==> src/crc32c_combine_macros.svh <==
// Assertion macros for the CRC-32C combine RTL, used by crc32c_stage.
`ifndef CRC32C_COMBINE_MACROS_SVH
`define CRC32C_COMBINE_MACROS_SVH

`ifndef ASSERT_OFF

// Same-cycle implication, checked outside reset.
`define CRC32C_ASSERT_IMP(lbl, clk, rst_n, ante, cons, msg) \
  lbl: assert property (@(posedge clk) disable iff (!rst_n) (ante) |-> (cons)) \
    else $error(msg);

// Next-cycle implication, checked outside reset.
`define CRC32C_ASSERT_NXT(lbl, clk, rst_n, ante, cons, msg) \
  lbl: assert property (@(posedge clk) disable iff (!rst_n) (ante) |=> (cons)) \
    else $error(msg);

`else

`define CRC32C_ASSERT_IMP(lbl, clk, rst_n, ante, cons, msg)
`define CRC32C_ASSERT_NXT(lbl, clk, rst_n, ante, cons, msg)

`endif

`endif

==> src/crc32c_pkg.sv <==
// Types, constants and GF(2) operator functions for the CRC-32C combine block.
package crc32c_pkg;

  localparam int unsigned CRC_W = 32;
  localparam logic [CRC_W-1:0] CRC_POLY = 32'h82F6_3B78;

  // A 32x32 GF(2) operator: element k is the image of bit k (a column).
  typedef logic [CRC_W-1:0][CRC_W-1:0] mat_t;

  // What one pipeline stage hands to the next, besides the length.
  typedef struct packed {
    logic             valid;
    logic [CRC_W-1:0] crc;
    logic [CRC_W-1:0] second;
  } stage_t;

  // Multiply operator m by vector v over GF(2).
  function automatic logic [CRC_W-1:0] mat_apply(mat_t m, logic [CRC_W-1:0] v);
    logic [CRC_W-1:0] r;
    r = '0;
    for (int unsigned k = 0; k < CRC_W; k++) begin
      if (v[k]) begin
        r = r ^ m[k];
      end
    end
    return r;
  endfunction

  // Product a*b: b is applied first, then a.
  function automatic mat_t mat_mul(mat_t a, mat_t b);
    mat_t d;
    for (int unsigned i = 0; i < CRC_W; i++) begin
      d[i] = mat_apply(a, b[i]);
    end
    return d;
  endfunction

  // Operator that advances a CRC through 2**k zero bytes.
  function automatic mat_t zero_op(int unsigned k);
    mat_t m;
    m = '0;
    m[0] = CRC_POLY;
    for (int unsigned i = 1; i < CRC_W; i++) begin
      m[i][i-1] = 1'b1;
    end
    // Three squarings give one byte, each further squaring doubles it.
    for (int unsigned i = 0; i < k + 3; i++) begin
      m = mat_mul(m, m);
    end
    return m;
  endfunction

  // Swap columns for rows, so each output bit is one masked parity.
  function automatic mat_t transpose(mat_t m);
    mat_t t;
    for (int unsigned j = 0; j < CRC_W; j++) begin
      for (int unsigned k = 0; k < CRC_W; k++) begin
        t[j][k] = m[k][j];
      end
    end
    return t;
  endfunction

endpackage

==> src/crc32c_stage.sv <==
// One pipeline stage: applies the zero-byte operator for length bit K.
`include "crc32c_combine_macros.svh"

module crc32c_stage #(
  parameter int unsigned LENGTH_BITS = 64,
  parameter int unsigned K = 0
) (
  input  logic                   clk,
  input  logic                   rst_n,
  input  logic                   adv,
  input  crc32c_pkg::stage_t     up,
  input  logic [LENGTH_BITS-1:0] up_len,
  output crc32c_pkg::stage_t     dn,
  output logic [LENGTH_BITS-1:0] dn_len
);

  // Row masks of the operator for 2**K zero bytes, fixed at elaboration.
  localparam crc32c_pkg::mat_t ROWS =
    crc32c_pkg::transpose(crc32c_pkg::zero_op(K));

  crc32c_pkg::stage_t dn_r;
  logic [LENGTH_BITS-1:0] dn_len_r;
  logic [crc32c_pkg::CRC_W-1:0] crc_adv;
  logic [crc32c_pkg::CRC_W-1:0] crc_nxt;

  // Each output bit is the parity of the CRC under its row mask.
  always_comb begin
    for (int unsigned j = 0; j < crc32c_pkg::CRC_W; j++) begin
      crc_adv[j] = ^(up.crc & ROWS[j]);
    end
    crc_nxt = up_len[K] ? crc_adv : up.crc;
  end

  // Valid bit is cleared by reset; the payload moves with it and holds while stalled.
  always_ff @(posedge clk) begin
    if (!rst_n) begin
      dn_r.valid <= 1'b0;
    end else if (adv) begin
      dn_r.valid <= up.valid;
    end
    if (adv) begin
      dn_r.crc    <= crc_nxt;
      dn_r.second <= up.second;
      dn_len_r    <= up_len;
    end
  end

  assign dn     = dn_r;
  assign dn_len = dn_len_r;

  `CRC32C_ASSERT_NXT(a_valid_moves, clk, rst_n, rst_n && adv, dn.valid == $past(up.valid), "stage valid did not follow its input")
  `CRC32C_ASSERT_NXT(a_hold_stall, clk, rst_n, rst_n && !adv, $stable(dn) && $stable(dn_len), "stage changed while stalled")
  `CRC32C_ASSERT_NXT(a_clear_bit, clk, rst_n, rst_n && adv && up.valid && !up_len[K], dn.crc == $past(up.crc), "CRC changed for a clear length bit")
  `CRC32C_ASSERT_NXT(a_side_data, clk, rst_n, rst_n && adv && up.valid, dn.second == $past(up.second) && dn_len == $past(up_len), "side data altered in stage")

endmodule

==> config.mk <==
export PLATFORM = sky130hd
export DESIGN_NAME = crc32c_stage
export DESIGN_NICKNAME = d
export VERILOG_FILES = /design/src/crc32c_pkg.sv /design/src/crc32c_stage.sv
export VERILOG_INCLUDE_DIRS = /design/src /design/src/src
export SDC_FILE = /design/constraint.sdc
export NUM_CORES = 1
export LEC_CHECK = 0
export ABC_AREA = 1
export BUFFER_PORTS_ARGS = -buffer_cell sky130_fd_sc_hd__buf_2
export CORE_AREA = 8 8 95 162
export CTS_BUF_LIST = sky130_fd_sc_hd__clkbuf_8 sky130_fd_sc_hd__clkbuf_16
export DETAILED_ROUTE_END_ITERATION = 6
export DIE_AREA = 0 0 103 170
export GPL_TIMING_DRIVEN = 0
export PLACE_DENSITY = 0.72
export SLEW_MARGIN = 20
export SYNTH_ARGS = -nofsm -noshare
export SYNTH_HDL_FRONTEND = slang
export SYNTH_SLANG_ARGS = --single-unit
==> constraint.sdc <==
create_clock -name clk -period 1.3 [get_ports clk]
set_clock_uncertainty 0.2 [all_clocks]
set_input_delay 0.065 -clock clk [delete_from_list [all_inputs] [get_ports clk]]
set_output_delay 0.065 -clock clk [all_outputs]
set_load 0.01 [all_outputs]
# Word level (Yosys, flattened, before mapping)
# Index checks and enable logic that the tools add are counted.
# totals
ff_bits	129
out_inout_bits	129
word_cells	37
inputBits	132
# classes
n_mux	1
n_reduce_logical	32
# op_table
op	count
$reduce_xor A32 Y1	32
$mux W32	1

# Depth between registers and ports, before layout
# depth
ltp_word	2
mapped_depth	11
mapped_depth_nobuf	10

# Worst setup path after synthesis
# Ideal clock, no wire load.
# synth_timing
kind	input port to flip-flop
from	in up[36] (netlist name)
to	reg dn_r (netlist bit dn[42]), data pin
setup_slack_ns	0.043
setup_time_ns	0.256
path_stages	9
required_ns	0.844
arrival_time_ns	0.801
path_buffers	1
cell_sequence	buf_6 inv_4 nand2_4 nand2_4 nand2_2 nand2_2 or2_1 nand3_2 o21ai_2
# synth_between
elab_chain_len	2
# synth_lines
item	line	text
start: declaration	crc32c_stage.sv:11	input crc32c_pkg::stage_t up,
$reduce_xor A32 Y1	crc32c_stage.sv:29	crc_adv[j] = ^(up.crc & ROWS[j]);
$mux W32	crc32c_stage.sv:31	crc_nxt = up_len[K] ? crc_adv : up.crc;
net crc_nxt (one bit)	crc32c_stage.sv:24	logic [crc32c_pkg::CRC_W-1:0] crc_nxt;
end: declaration	crc32c_stage.sv:21	crc32c_pkg::stage_t dn_r;
# The timed path passes the listed nets, and every way through them passes these cells.
# A chain may end at the register's enable or synchronous reset.

# Final worst setup path
# layout_timing
from	in up[50] (netlist name)
to	reg dn_r (netlist bit dn[42]), data pin
# The elaborated chain is that of the path after synthesis.

==> impl_metrics.py <==
metrics = {
    "global_routing": {
        "antenna_found_initial": 3,
        "gr-usage-all-layers_pct": 22.4,
        "grt-ovfl-total": 0,
        "grt_pass1_wl_mm": 28.3,
        "grt_max_degree": 84,
        "grt_pass1_vias": 5073,
    },
    "status": {
        "outcome": "finished with violations",
        "violations": "hold timing",
    },
    "floorplan": {
        "chipHeight_um": 170,
        "rows": 56,
        "fp.dieArea_um2": 17500,
        "core_area_um2": 13200,
        "fp.dieW_um": 103,
        "pin_count": 261,
        "start_util_pct": 41.1,
    },
    "clocking": {
        "cts-htree-levels": 4,
        "cts_tree": "done",
        "clk_pin_slew_ns": 0.06,
        "cts_buffers": 17,
        "clk_latency_ns": 0.40,
        "cts_root_buffer": "clkbuf_16",
        "cts_max_path_buffers": 2,
        "clkSinkCount": 129,
        "hold_buffers": 136,
    },
    "timing": {
        "max_freq_ghz": 0.790,
        "fin_crit_ns": 1.27,
        "worst_pin_slew_ns": 0.591,
        "fin_crit_sh_pct": 97.4,
        "hold_viol_final": 47,
        "maxSlewHeadroom_pct": 60.6,
        "holdWs_ns": -0.0972,
        "drv_slew": 0,
        "final.setup.tns_ns": 0,
        "setup_violations": 0,
    },
    "logic_synthesis": {
        "synth_largest_area_cell": "edfxtp_1",
        "synth_area_um2": 5410,
        "synth_area_leaders": "edfxtp_1 (71%), nand2_1 (8.0%), xor2_1 (2.9%)",
        "ys_types": 27,
        "synth_cells": 412,
        "syn_nets": 544,
        "ys_seq_area_share_pct": 71.4,
        "synth.top_cell.area_share_pct": 71.1,
        "synth-seq-cells": 129,
        "syn_avg_cell_area_um2": 13.1,
        "yosysWarnings": 0,
    },
    "routing": {
        "wl_per_cell_um": 19.8,
        "drt_iter0_drc": 254,
        "vias": 4673,
        "drtPass1Iterations": 6,
        "viasPerCell": 4.62,
        "antenna_left": 0,
        "wirelength_mm": 20.1,
        "drc_errors": 0,
    },
    "power_and_ir_drop": {
        "power_density_nw_per_um2": 1320,
        "peakVddDrop_v": 0.000778,
        "power_mw": 11.8,
        "p_leak_nw": 4.03,
    },
    "setup_path": {
        "crit_arrival_ns": 1.22,
        "r2r_cells": 2,
        "rr_startpoint": "dn[64]",
        "critPathKind": "input port to flop",
        "path_max_fanout": 2,
        "worstSetupStartpoint": "up[50]",
        "end_kind": "flop",
        "crit_required_ns": 1.25,
        "reg2reg_slack_ns": 0.43,
        "critPathLaunchType": "input port",
        "endpoint": "dn[42]",
        "reg2reg_to": "dn[64]",
    },
    "place": {
        "place_congestion": 0.936,
        "dpl-instance-area_um2": 6930,
        "dpl.hpwl_mm": 14.4,
        "portBuffers": 253,
    },
    "hold_path": {
        "min_path_type": "input port to flop",
    },
    "finish": {
        "finalInstanceArea_um2": 8950,
        "layout.nets": 954,
        "drive_gt1_share_pct": 42.5,
        "area_delta_synth_final_pct": 65.4,
        "fillers": 981,
    },
    "run": {
        "cap_violations": 0,
    },
}
[logic make-up (layout without fill, tap and decap cells)]
group | after synthesis | count (layout) | synth area share (%)
compound gates | 22 | 22 | 2.17
xor+xnor | 34 | 34 | 6.48
buf+inv | 48 | 471 | 4.81
flops | 129 | 129 | 71.4
other cells | 0 | 3 | 0
simple gates | 179 | 179 | 15.1
[state kept, by name, summed over array words and instances (netlist names)]
| name | cells |
|---|---|
| dn | 65 |
| dn_len | 64 |
[Yosys cell counts]
cell type / count
buf_6: 8
or2_1: 1
nand2_4: 6
dfxtp_1: 1
buf_4: 1
o21ai_2: 1
a31oi_1: 1
nand2_1: 115
buf_2: 3
inv_1: 22
o22ai_1: 2
nand2_2: 21
clkbuf_1: 3
xnor2_1: 9
nor2_1: 8
nand3b_1: 2
o21ai_0: 10
edfxtp_1: 128
o21ai_1: 7
xnor2_2: 3
xor2_1: 18
inv_2: 6
nand3_2: 1
a21oi_1: 1
inv_4: 5
xor2_2: 4
nand3_1: 25
[stage by stage]
step                utilization, %  cells  worst slack [ns]
floorplan                        -    412            0.0427
global placement              52.3    839             -1.39
detailed placement            52.6    840            -0.340
CTS                           67.4   1008           0.00622
global route                  67.9   1012          -0.00651
finish                        67.9   1012            0.0339
[layout make-up]
| type | instances | area, µm² | area share, % |
|---|---|---|---|
| well taps | 174 | 218 | 2.43 |
| diodes | 3 | 7.51 | 0.0839 |
| clock buffers | 17 | 425 | 4.75 |
| plain buffers | 15 | 128 | 1.43 |
| clock inverters | 15 | 171 | 1.92 |
| inverters | 33 | 140 | 1.57 |
| repair buffers | 391 | 2670 | 29.8 |
| flip-flops and latches | 129 | 3860 | 43.2 |
| multi-input cells | 235 | 1330 | 14.8 |
[power by group]
group          switching, mW  internal [mW]  total [mW]
clock                   1.86           2.88        4.74
sequential             0.101           5.00        5.10
combinational           1.09          0.915        2.01
[layer usage]
layer  track usage, %  wire length [µm]  up-vias
li1                 -                 -     2209
met1             22.1              6850     2191
met2             41.8             10800      236
met3             5.73              1740       37
met4             10.1               657        0
met5                0                 0        -
[critical path: stages]
cell and delay, ns:
dlygate4sd3_1 0.53, buf_2 0.14, xnor2_1 0.13, or2_1 0.24
nand3_2 0.06, o21ai_2 0.05
[worst min-delay path by stage]
stage,from,endpoint,slack (ns),cells after the start
floorplan,adv,dn[64],-0.04,1
global placement,up[26],dn[26],0.04,1
detailed placement,up_len[10],dn_len[10],0.04,1
CTS,adv,dn[55],-0.10,1
global route,adv,dn_len[39],-0.09,1
finish,adv,dn_len[42],-0.1,1
[repair_timing]
| item | 4_1_cts | 5_1_grt |
|---|---|---|
| resized for setup | 0 | 13 |
| setup buffers | 0 | 2 |
| endpoints found under the setup margin | 0 | 9 |
| endpoints found under the hold margin | 175 | 47 |
[layout by cell type, fill, tap and decap left out, drive strengths merged]
| cell | instances |
|---|---|
| a21oi | 1 |
| a31oi | 1 |
| buf | 268 |
| bufinv | 2 |
| clkbuf | 20 |
| clkinv | 2 |
| clkinvlp | 3 |
| dfxtp | 1 |
| diode | 3 |
| dlygate4sd3 | 135 |
| edfxtp | 128 |
| inv | 41 |
| nand2 | 142 |
| nand3 | 26 |
| nand3b | 2 |
| nor2 | 8 |
| o21ai | 18 |
| o22ai | 2 |
| or2 | 1 |
| xnor2 | 12 |
| xor2 | 22 |
No activity file was read; power rests on OpenSTA's default activity.
